**config.mk**
```make
export PLATFORM = sky130hd
export DESIGN_NAME = bounded_step_array_counter_core
export DESIGN_NICKNAME = d
export VERILOG_FILES = /design/src/design/bsac_pkg.sv /design/src/design/bsac_ram.sv /design/src/design/bsac_datapath.sv /design/src/design/bsac_ctrl.sv /design/src/design/bounded_step_array_counter_core.sv
export SDC_FILE = /design/constraint.sdc
export NUM_CORES = 2
export LEC_CHECK = 0
export BUFFER_PORTS_ARGS = -buffer_cell sky130_fd_sc_hd__buf_2
export CAP_MARGIN = 20
export CORE_MARGIN = 2
export CORE_UTILIZATION = 27
export CTS_CLUSTER_DIAMETER = 40
export DETAILED_ROUTE_END_ITERATION = 12
export SLEW_MARGIN = 40
export SYNTH_ARGS = -nofsm -noshare
export SYNTH_HDL_FRONTEND = slang
export SYNTH_HIERARCHICAL = 1
export SYNTH_SLANG_ARGS = --single-unit
```
**constraint.sdc**
```tcl
create_clock -name clk -period 11.5 [get_ports clk]
set_input_delay 1.15 -clock clk [delete_from_list [all_inputs] [get_ports clk]]
set_output_delay 1.15 -clock clk [all_outputs]
set_load 0.1 [all_outputs]
```
**src/design/bsac_pkg.sv**
```systemverilog
// ----------------------------------------------------------------------------
// bsac_pkg
// Shared types and constants for the bounded-step array counter.
// ----------------------------------------------------------------------------
package bsac_pkg;

	localparam int ENTRY_W = 8;
	localparam int LIMIT_W = 8;
	localparam int COUNT_W = 30;
	localparam int OUT_TDATA_W = 32;

	localparam logic [COUNT_W-1:0] COUNT_MOD = 30'd1000000007;

	// commands from the controller to the datapath
	typedef struct packed {
		logic load;      // capture a new word and clear the total
		logic first;     // the word opens a new array (valid with load)
		logic sweep;     // row sweep step at the current index
		logic out_load;  // copy the total into the output register
	} dp_cmd_t;

endpackage

```
**src/design/bsac_ram.sv**
```systemverilog
// ----------------------------------------------------------------------------
// bsac_ram
// Generic simple dual-port RAM: one write port, one read port, registered
// read data.
// ----------------------------------------------------------------------------
module bsac_ram #(
	parameter int WIDTH = 30,
	parameter int DEPTH = 128
) (
	input  logic                     clk,
	input  logic                     wr_en,
	input  logic [$clog2(DEPTH)-1:0] wr_addr,
	input  logic [WIDTH-1:0]         wr_data,
	input  logic                     rd_en,
	input  logic [$clog2(DEPTH)-1:0] rd_addr,
	output logic [WIDTH-1:0]         rd_data
);

	logic [WIDTH-1:0] mem_q [DEPTH];

	always_ff @(posedge clk) begin
		if (wr_en) begin
			mem_q[wr_addr] <= wr_data;
		end
		if (rd_en) begin
			rd_data <= mem_q[rd_addr];
		end
	end

endmodule

```
**src/design/bsac_datapath.sv**
```systemverilog
// ----------------------------------------------------------------------------
// bsac_datapath
// Row memory, three-entry window, neighbour sum pipeline, running total and
// result register.
// ----------------------------------------------------------------------------
module bsac_datapath #(
	parameter int MAX_VALUE = 128,
	parameter int CW = $clog2(MAX_VALUE + 2)
) (
	input  logic                             clk,
	input  logic                             arst_n,
	input  bsac_pkg::dp_cmd_t                cmd,
	input  logic [CW-1:0]                    idx,
	input  logic [bsac_pkg::ENTRY_W-1:0]     entry_value,
	input  logic                             cfg_wr_en,
	input  logic [bsac_pkg::LIMIT_W-1:0]     cfg_wr_data,
	output logic [bsac_pkg::COUNT_W-1:0]     array_count
);
	import bsac_pkg::*;

	localparam int AW = $clog2(MAX_VALUE);
	localparam int WW = (CW + 1 > ENTRY_W + 1) ? CW + 1 : ENTRY_W + 1;
	localparam logic [WW-1:0] N_W = WW'(MAX_VALUE);

	function automatic logic [COUNT_W-1:0] reduce3(input logic [COUNT_W+1:0] s);
		logic [COUNT_W+1:0] p1;
		logic [COUNT_W+1:0] p2;
		p1 = {2'b00, COUNT_MOD};
		p2 = {1'b0, COUNT_MOD, 1'b0};
		if (s >= p2) begin
			reduce3 = COUNT_W'(s - p2);
		end else if (s >= p1) begin
			reduce3 = COUNT_W'(s - p1);
		end else begin
			reduce3 = COUNT_W'(s);
		end
	endfunction

	function automatic logic [COUNT_W-1:0] mod_add(input logic [COUNT_W-1:0] a,
			input logic [COUNT_W-1:0] b);
		logic [COUNT_W:0] s;
		s = {1'b0, a} + {1'b0, b};
		if (s >= {1'b0, COUNT_MOD}) begin
			mod_add = COUNT_W'(s - {1'b0, COUNT_MOD});
		end else begin
			mod_add = COUNT_W'(s);
		end
	endfunction

	logic [LIMIT_W-1:0] limit_q;
	logic [WW-1:0]      v_q;
	logic [WW-1:0]      m_q;
	logic               first_q;
	logic [COUNT_W-1:0] prev_q;
	logic [COUNT_W-1:0] cur_q;
	logic [COUNT_W+1:0] sum_s2;
	logic [WW-1:0]      k_s2;
	logic               vld_s2;
	logic [COUNT_W-1:0] acc_q;
	logic [COUNT_W-1:0] out_q;

	logic [WW-1:0]      idx_w;
	logic [WW-1:0]      lim_w;
	logic [WW-1:0]      k_s1;
	logic               go_s1;
	logic               rd_en;
	logic [COUNT_W-1:0] rd_data;
	logic [COUNT_W+1:0] sum_s1;
	logic [COUNT_W-1:0] red_s2;
	logic               hit_s2;
	logic               in_s2;
	logic [COUNT_W-1:0] new_s2;

	assign idx_w = WW'(idx);
	assign lim_w = WW'(limit_q);
	assign k_s1  = idx_w - WW'(2);
	assign go_s1 = cmd.sweep && (idx_w >= WW'(2));
	assign rd_en = cmd.sweep && (idx_w < N_W);

	bsac_ram #(
		.WIDTH(COUNT_W),
		.DEPTH(MAX_VALUE)
	) u_row (
		.clk    (clk),
		.wr_en  (vld_s2),
		.wr_addr(k_s2[AW-1:0]),
		.wr_data(new_s2),
		.rd_en  (rd_en),
		.rd_addr(idx[AW-1:0]),
		.rd_data(rd_data)
	);

	// neighbour sum of the entry at k: cur_q is old[k], prev_q old[k-1], rd_data old[k+1]
	always_comb begin
		sum_s1 = '0;
		if (k_s1 < m_q) begin
			sum_s1 = {2'b00, cur_q};
			if (k_s1 != '0) begin
				sum_s1 = sum_s1 + {2'b00, prev_q};
			end
			if (k_s1 + WW'(1) < m_q) begin
				sum_s1 = sum_s1 + {2'b00, rd_data};
			end
		end
	end

	always_comb begin
		red_s2 = reduce3(sum_s2);
		hit_s2 = (k_s2 + WW'(1) == v_q);
		in_s2  = (k_s2 < m_q);
		if (first_q) begin
			if (v_q == '0) begin
				new_s2 = in_s2 ? COUNT_W'(1) : '0;
			end else begin
				new_s2 = (hit_s2 && in_s2) ? COUNT_W'(1) : '0;
			end
		end else if (v_q == '0 || hit_s2) begin
			new_s2 = red_s2;
		end else begin
			new_s2 = '0;
		end
	end

	always_ff @(posedge clk or negedge arst_n) begin
		if (!arst_n) begin
			limit_q <= LIMIT_W'(1);
			vld_s2  <= 1'b0;
		end else begin
			if (cfg_wr_en) begin
				limit_q <= cfg_wr_data;
			end
			vld_s2 <= go_s1;
		end
	end

	always_ff @(posedge clk) begin
		if (cmd.load) begin
			v_q     <= WW'(entry_value);
			m_q     <= (lim_w > N_W) ? N_W : lim_w;
			first_q <= cmd.first;
		end
		if (cmd.sweep) begin
			prev_q <= cur_q;
			cur_q  <= rd_data;
		end
		sum_s2 <= sum_s1;
		k_s2   <= k_s1;
		if (cmd.load) begin
			acc_q <= '0;
		end else if (vld_s2) begin
			acc_q <= mod_add(acc_q, new_s2);
		end
		if (cmd.out_load) begin
			out_q <= acc_q;
		end
	end

	assign array_count = out_q;

endmodule

```
**src/design/bsac_ctrl.sv**
```systemverilog
// ----------------------------------------------------------------------------
// bsac_ctrl
// Controller: takes a word, runs the row sweep, drains the pipeline and
// hands the total to the output register on the last word of an array.
// ----------------------------------------------------------------------------
module bsac_ctrl #(
	parameter int MAX_VALUE = 128,
	parameter int CW = $clog2(MAX_VALUE + 2)
) (
	input  logic              clk,
	input  logic              arst_n,
	input  logic              in_valid,
	input  logic              in_last,
	output logic              in_ready,
	input  logic              out_ready,
	output logic              out_valid,
	output bsac_pkg::dp_cmd_t cmd,
	output logic [CW-1:0]     idx
);
	import bsac_pkg::*;

	localparam logic [1:0] ST_IDLE  = 2'd0;
	localparam logic [1:0] ST_SWEEP = 2'd1;
	localparam logic [1:0] ST_DRAIN = 2'd2;
	localparam logic [1:0] ST_WAIT  = 2'd3;

	localparam logic [CW-1:0] IDX_END = CW'(MAX_VALUE + 1);

	logic [1:0]    state_q;
	logic [CW-1:0] idx_q;
	logic          last_q;
	logic          first_q;
	logic          out_valid_q;
	logic          slot_free;

	assign slot_free = !out_valid_q || out_ready;
	assign in_ready  = (state_q == ST_IDLE);
	assign out_valid = out_valid_q;
	assign idx       = idx_q;

	always_comb begin
		cmd          = '0;
		cmd.load     = (state_q == ST_IDLE) && in_valid;
		cmd.first    = first_q;
		cmd.sweep    = (state_q == ST_SWEEP);
		cmd.out_load = (state_q == ST_WAIT) && slot_free;
	end

	always_ff @(posedge clk or negedge arst_n) begin
		if (!arst_n) begin
			state_q     <= ST_IDLE;
			idx_q       <= '0;
			last_q      <= 1'b0;
			first_q     <= 1'b1;
			out_valid_q <= 1'b0;
		end else begin
			// load a new result, or drop the one just taken
			if ((state_q == ST_WAIT) && slot_free) begin
				out_valid_q <= 1'b1;
			end else if (out_ready) begin
				out_valid_q <= 1'b0;
			end
			case (state_q)
				ST_IDLE: begin
					if (in_valid) begin
						last_q  <= in_last;
						idx_q   <= '0;
						state_q <= ST_SWEEP;
					end
				end
				ST_SWEEP: begin
					if (idx_q == IDX_END) begin
						state_q <= ST_DRAIN;
					end else begin
						idx_q <= idx_q + CW'(1);
					end
				end
				ST_DRAIN: begin
					// the last row entry is written in this cycle
					first_q <= last_q;
					state_q <= last_q ? ST_WAIT : ST_IDLE;
				end
				ST_WAIT: begin
					if (slot_free) begin
						state_q <= ST_IDLE;
					end
				end
				default: begin
					state_q <= ST_IDLE;
				end
			endcase
		end
	end

endmodule

```
**src/design/bounded_step_array_counter_core.sv**
```systemverilog
// Each word is taken in idle; the controller then sweeps the row memory, drains the
// pipeline and, for a last word, waits to load the output register before it takes another;
// the sweep goes over the row memory one entry per cycle through one read port.
// A result left waiting on the output holds back a later last word after its sweep.
// Reset: arst_n clears control, sets value_limit to 1 and opens a new array;
// the row memory is not cleared, the first word of each array rewrites it.
// ----------------------------------------------------------------------------
// bounded_step_array_counter_core
// Counts arrays with values 1..m and neighbour steps of at most one that
// match the given entries, modulo 1000000007.
// ----------------------------------------------------------------------------
module bounded_step_array_counter_core #(
	parameter int MAX_VALUE = 128
) (
	input  logic                          clk,
	input  logic                          arst_n,
	input  logic                          cfg_wr_en,
	input  logic [bsac_pkg::LIMIT_W-1:0]  cfg_wr_data,    // value_limit
	input  logic                          s_axis_tvalid,
	output logic                          s_axis_tready,
	input  logic [bsac_pkg::ENTRY_W-1:0]  s_axis_tdata,   // [7:0] entry_value
	input  logic                          s_axis_tlast,   // last_entry
	output logic                          m_axis_tvalid,
	input  logic                          m_axis_tready,
	output logic [bsac_pkg::OUT_TDATA_W-1:0] m_axis_tdata // [29:0] array_count
);
	import bsac_pkg::*;

	localparam int CW = $clog2(MAX_VALUE + 2);

	dp_cmd_t            cmd;
	logic [CW-1:0]      idx;
	logic [COUNT_W-1:0] array_count;

	bsac_ctrl #(
		.MAX_VALUE(MAX_VALUE),
		.CW       (CW)
	) u_ctrl (
		.clk      (clk),
		.arst_n   (arst_n),
		.in_valid (s_axis_tvalid),
		.in_last  (s_axis_tlast),
		.in_ready (s_axis_tready),
		.out_ready(m_axis_tready),
		.out_valid(m_axis_tvalid),
		.cmd      (cmd),
		.idx      (idx)
	);

	bsac_datapath #(
		.MAX_VALUE(MAX_VALUE),
		.CW       (CW)
	) u_dp (
		.clk        (clk),
		.arst_n     (arst_n),
		.cmd        (cmd),
		.idx        (idx),
		.entry_value(s_axis_tdata),
		.cfg_wr_en  (cfg_wr_en),
		.cfg_wr_data(cfg_wr_data),
		.array_count(array_count)
	);

	assign m_axis_tdata = {{(OUT_TDATA_W - COUNT_W){1'b0}}, array_count};

`ifndef SYNTH
	a_count_in_range: assert property (@(posedge clk) disable iff (!arst_n)
		m_axis_tvalid |-> (m_axis_tdata[COUNT_W-1:0] < COUNT_MOD))
		else $error("result not reduced below the modulus");

	a_busy_in_sweep: assert property (@(posedge clk) disable iff (!arst_n)
		cmd.sweep |-> !s_axis_tready)
		else $error("input ready during a row sweep");

	a_taken_then_busy: assert property (@(posedge clk) disable iff (!arst_n)
		(s_axis_tvalid && s_axis_tready) |=> (cmd.sweep && idx == '0))
		else $error("accepted word did not start a sweep");
`endif

endmodule

```
==> flow_summary.toml <==
[yosys]
synth_top_family_by_area = "multiplexers"
synth.distinct_cells = 99
yosys.area_share.simple_pct = 2.21
yosysTopAreaCell = "edfxtp_1"
syn_avg_cell_area_um2 = 22.0
postSynthCellCount = 7366
yosysWarnings = 6
synth_compound_area_share_pct = 2.39
async_flop_share_pct = 0.541
yosysTopAreaCellShare_pct = 73.6
synthAdderAreaFrac_pct = 0.985
synth.cell_area_um2 = 162000
synth_xor_area_share_pct = 0.642
synth-main-ff-cell = "edfxtp_1"
synthMuxAreaShare_pct = 17.9
synth_edf_count = 3977
synth.area.top_cells = "edfxtp_1 74%, mux4_2 17%, ha_1 0.95%, dfxtp_1 0.88%, nor2_1 0.66%"
synth-seq-cells = 4070
seq_area_frac_synth_pct = 74.8

[final_layout]
area_growth_pct = 17.2
utilization_pct = 31.8
final_cell_area_um2 = 190000
drive_gt1_share_pct = 31.9
final_nets = 7913

[timing]
drv_slew = 0
finClkSkew_ps = 78.8
hold_violations = 0
max-slew-margin-rel_pct = 40.0
fin_tns_setup_ps = 0
fin_crit_sh_pct = 72.3
fmax_mhz = 120
fin_ws_ps = 3180
worst_slew_pin_slew_ps = 898
fin_crit_ps = 8320
rsz0062_at_grt = "false"
setup_viol = 0

[placed_design]
place_ws_ps = 3120
port_buffers = 53
place_congestion = 0.871
placed_area_um2 = 175000
dp_hpwl_um = 255000

[run_status]
violations = "antenna violations"
status = "complete, but fails checks"

[power_and_ir_drop]
peakVddDrop_v = 0.000179
p_leak_nw = 56.6
p_per_area_nw_per_um2 = 218

[grt]
grt_first_pass_wirelength_um = 621000
grt_pass1_vias = 80297
grt_usage_pct = 14.2
grt_overflow = 0
grt_max_degree = 126
antenna_found_initial = 50

[routing]
first_pass_iters = 6
drt_iter0_markers = 9916
wl_um = 445000
post_drt_wl_per_cell_um = 27.5
drtAntennaViolNets = 2
drc = 0
num_vias = 80136
via_per_inst = 4.95

[cts]
clk_pin_slew_ps = 70
clock_path_buffers = 4
cts_htree_levels = 5
cts-buffers-inserted = 437
cts_root_buffer = "clkbuf_16"
cts_tree = "yes"
post_cts_resized = 0
post_cts_buffers = 0
worstSkewPairLatency_ps = 1040
cts.sinks = 4070
hold_buffers = 0

[worst_setup_path]
endpoint_kind = "flop"
reg2regPathDepth = 24
worstSetupStartpointType = "flop"
regToRegSetupSlack_ps = 3180
critPathMaxFanout = 59
crit_type = "flop to flop"
arrival_ps = 9140
required_ps = 12320

[floorplanning]
core_um2 = 598000
pin_count = 56
num_rows = 284
die_area_um2 = 607000
die_h_um = 779
start_util_pct = 27.1
die_w_um = 779

[flow_run]
drv_cap = 0

[hold_path]
hold_class = "primary input to asynchronous set/reset pin"
-- report_power, final --
group / internal [W] / leakage (nW) / switching [W]
registers: 0.0167 / 36.9 / 0.000538
clock network: 0.00827 / 7.19 / 0.00612
logic: 0.00398 / 12.5 / 0.00589
-- state kept, by name (all words and copies together), names as in the netlist --
name / flops
u_dp/u_row/rd_data: 30
u_dp/limit_q: 8
u_dp/v_q: 8
u_dp/cur_q: 30
u_dp/vld_s2: 1
u_ctrl/last_q: 1
u_ctrl/first_q: 1
u_dp/array_count: 30
u_ctrl/state_q: 2
u_dp/prev_q: 30
u_ctrl/out_valid: 1
u_dp/m_q: 8
u_dp/acc_q: 30
u_dp/sum_s2: 32
u_dp/first_q: 1
u_ctrl/idx: 8
u_dp/u_row/mem_q: 3840
u_dp/k_s2: 9
-- cells in the mapped netlist (73+ instances only) --
| cell type | count |
|---|---|
| nand2_1 | 140 |
| edfxtp_1 | 3977 |
| a21oi_1 | 93 |
| nor2_1 | 286 |
| a21o_1 | 73 |
| clkbuf_1 | 255 |
| nand3_1 | 73 |
| ha_1 | 123 |
| mux4_2 | 1260 |
| xnor2_1 | 78 |
| o21ai_0 | 90 |
| buf_2 | 78 |
-- cell type report --
class	instances	area [um^2]
diodes	37	92.6
inverters	67	256
fillers	56349	408000
well taps	8008	10000
multi-input cells	2858	40400
clock inverters	321	3720
flip-flops and latches	4070	121000
clock buffers	489	11200
repair buffers	331	3010
-- layer usage --
| metal | part of all wire, % | vias up | track usage (%) |
|---|---|---|---|
| met3 | 7.4 | 618 | 2.03 |
| met2 | 49 | 3605 | 23.7 |
| met5 | 0.010 | - | 0 |
| met1 | 41 | 43630 | 19.3 |
| met4 | 3.4 | 6 | 4.42 |
| li1 | - | 32277 | - |
-- kinds of logic (layout without fill, tap and decap cells) --
| group | count (synthesis) | count (layout) |
|---|---|---|
| fa+ha+maj | 126 | 126 |
| other cells | 1 | 39 |
| buf+inv | 439 | 1208 |
| mux | 1314 | 1314 |
| simple gates | 753 | 753 |
| xor+xnor | 119 | 119 |
| flops | 4070 | 4070 |
| compound gates | 544 | 544 |
-- cells in the final DEF (no fill, tap or decap), drive strengths merged, types with 21 or more instances in the layout --
cell type	instances
o211ai	21
a21oi	94
nand2	140
mux4	1260
nand3	74
nor3	48
and3	25
edfxtp	3977
o21ai	95
diode	37
xor2	41
clkinv	167
clkinvlp	42
ha	123
a21o	73
mux2	46
dfxtp	71
nand2b	27
inv	130
nand4	23
buf	331
a31oi	27
a211oi	45
nor2b	32
clkbuf	489
bufinv	49
nor2	286
xnor2	78
-- per-stage QoR --
step,total power [W],hold slack (ps),instances
2_1_floorplan,0.0244,429,7367
5_1_grt,0.0431,158,16160
3_5_place_dp,0.0273,465,15321
6_report,0.0415,175,16181
3_3_place_gp,0.0271,454,15307
4_1_cts,0.0417,73.8,16131
-- path summary, 6_finish.rpt --
kind                                startpoint               to
worst min register to register  u_dp/cur_q[11]  u_dp/prev_q[11]
worst max register to register  u_dp/sum_s2[6]    u_dp/acc_q[0]
worst max-delay path            u_dp/sum_s2[6]    u_dp/acc_q[0]
worst min-delay path                    arst_n  u_dp/limit_q[2]
max in group asynchronous               arst_n    u_ctrl/idx[0]
min in group clk                cfg_wr_data[2]  u_dp/limit_q[2]
-- worst max-delay path, cell delays in order, from the launching register on --
cell,delay (ps)
dfxtp_1,330
or4_1,680
o41a_1,450
o21ai_1,190
nand2_1,130
a31oi_1,300
nand3_1,170
a221o_2,570
nand2_1,190
a21oi_1,110
xnor2_1,190
nor2_4,90
buf_4,520
ha_1,480
o21a_1,250
and3_1,180
a21o_1,260
o31ai_1,490
xor2_1,240
nor4_1,580
o2111a_1,280
a41oi_1,220
and3_4,350
nor2_2,610
o311ai_0,240
No activity file was read; power rests on OpenSTA's default activity.
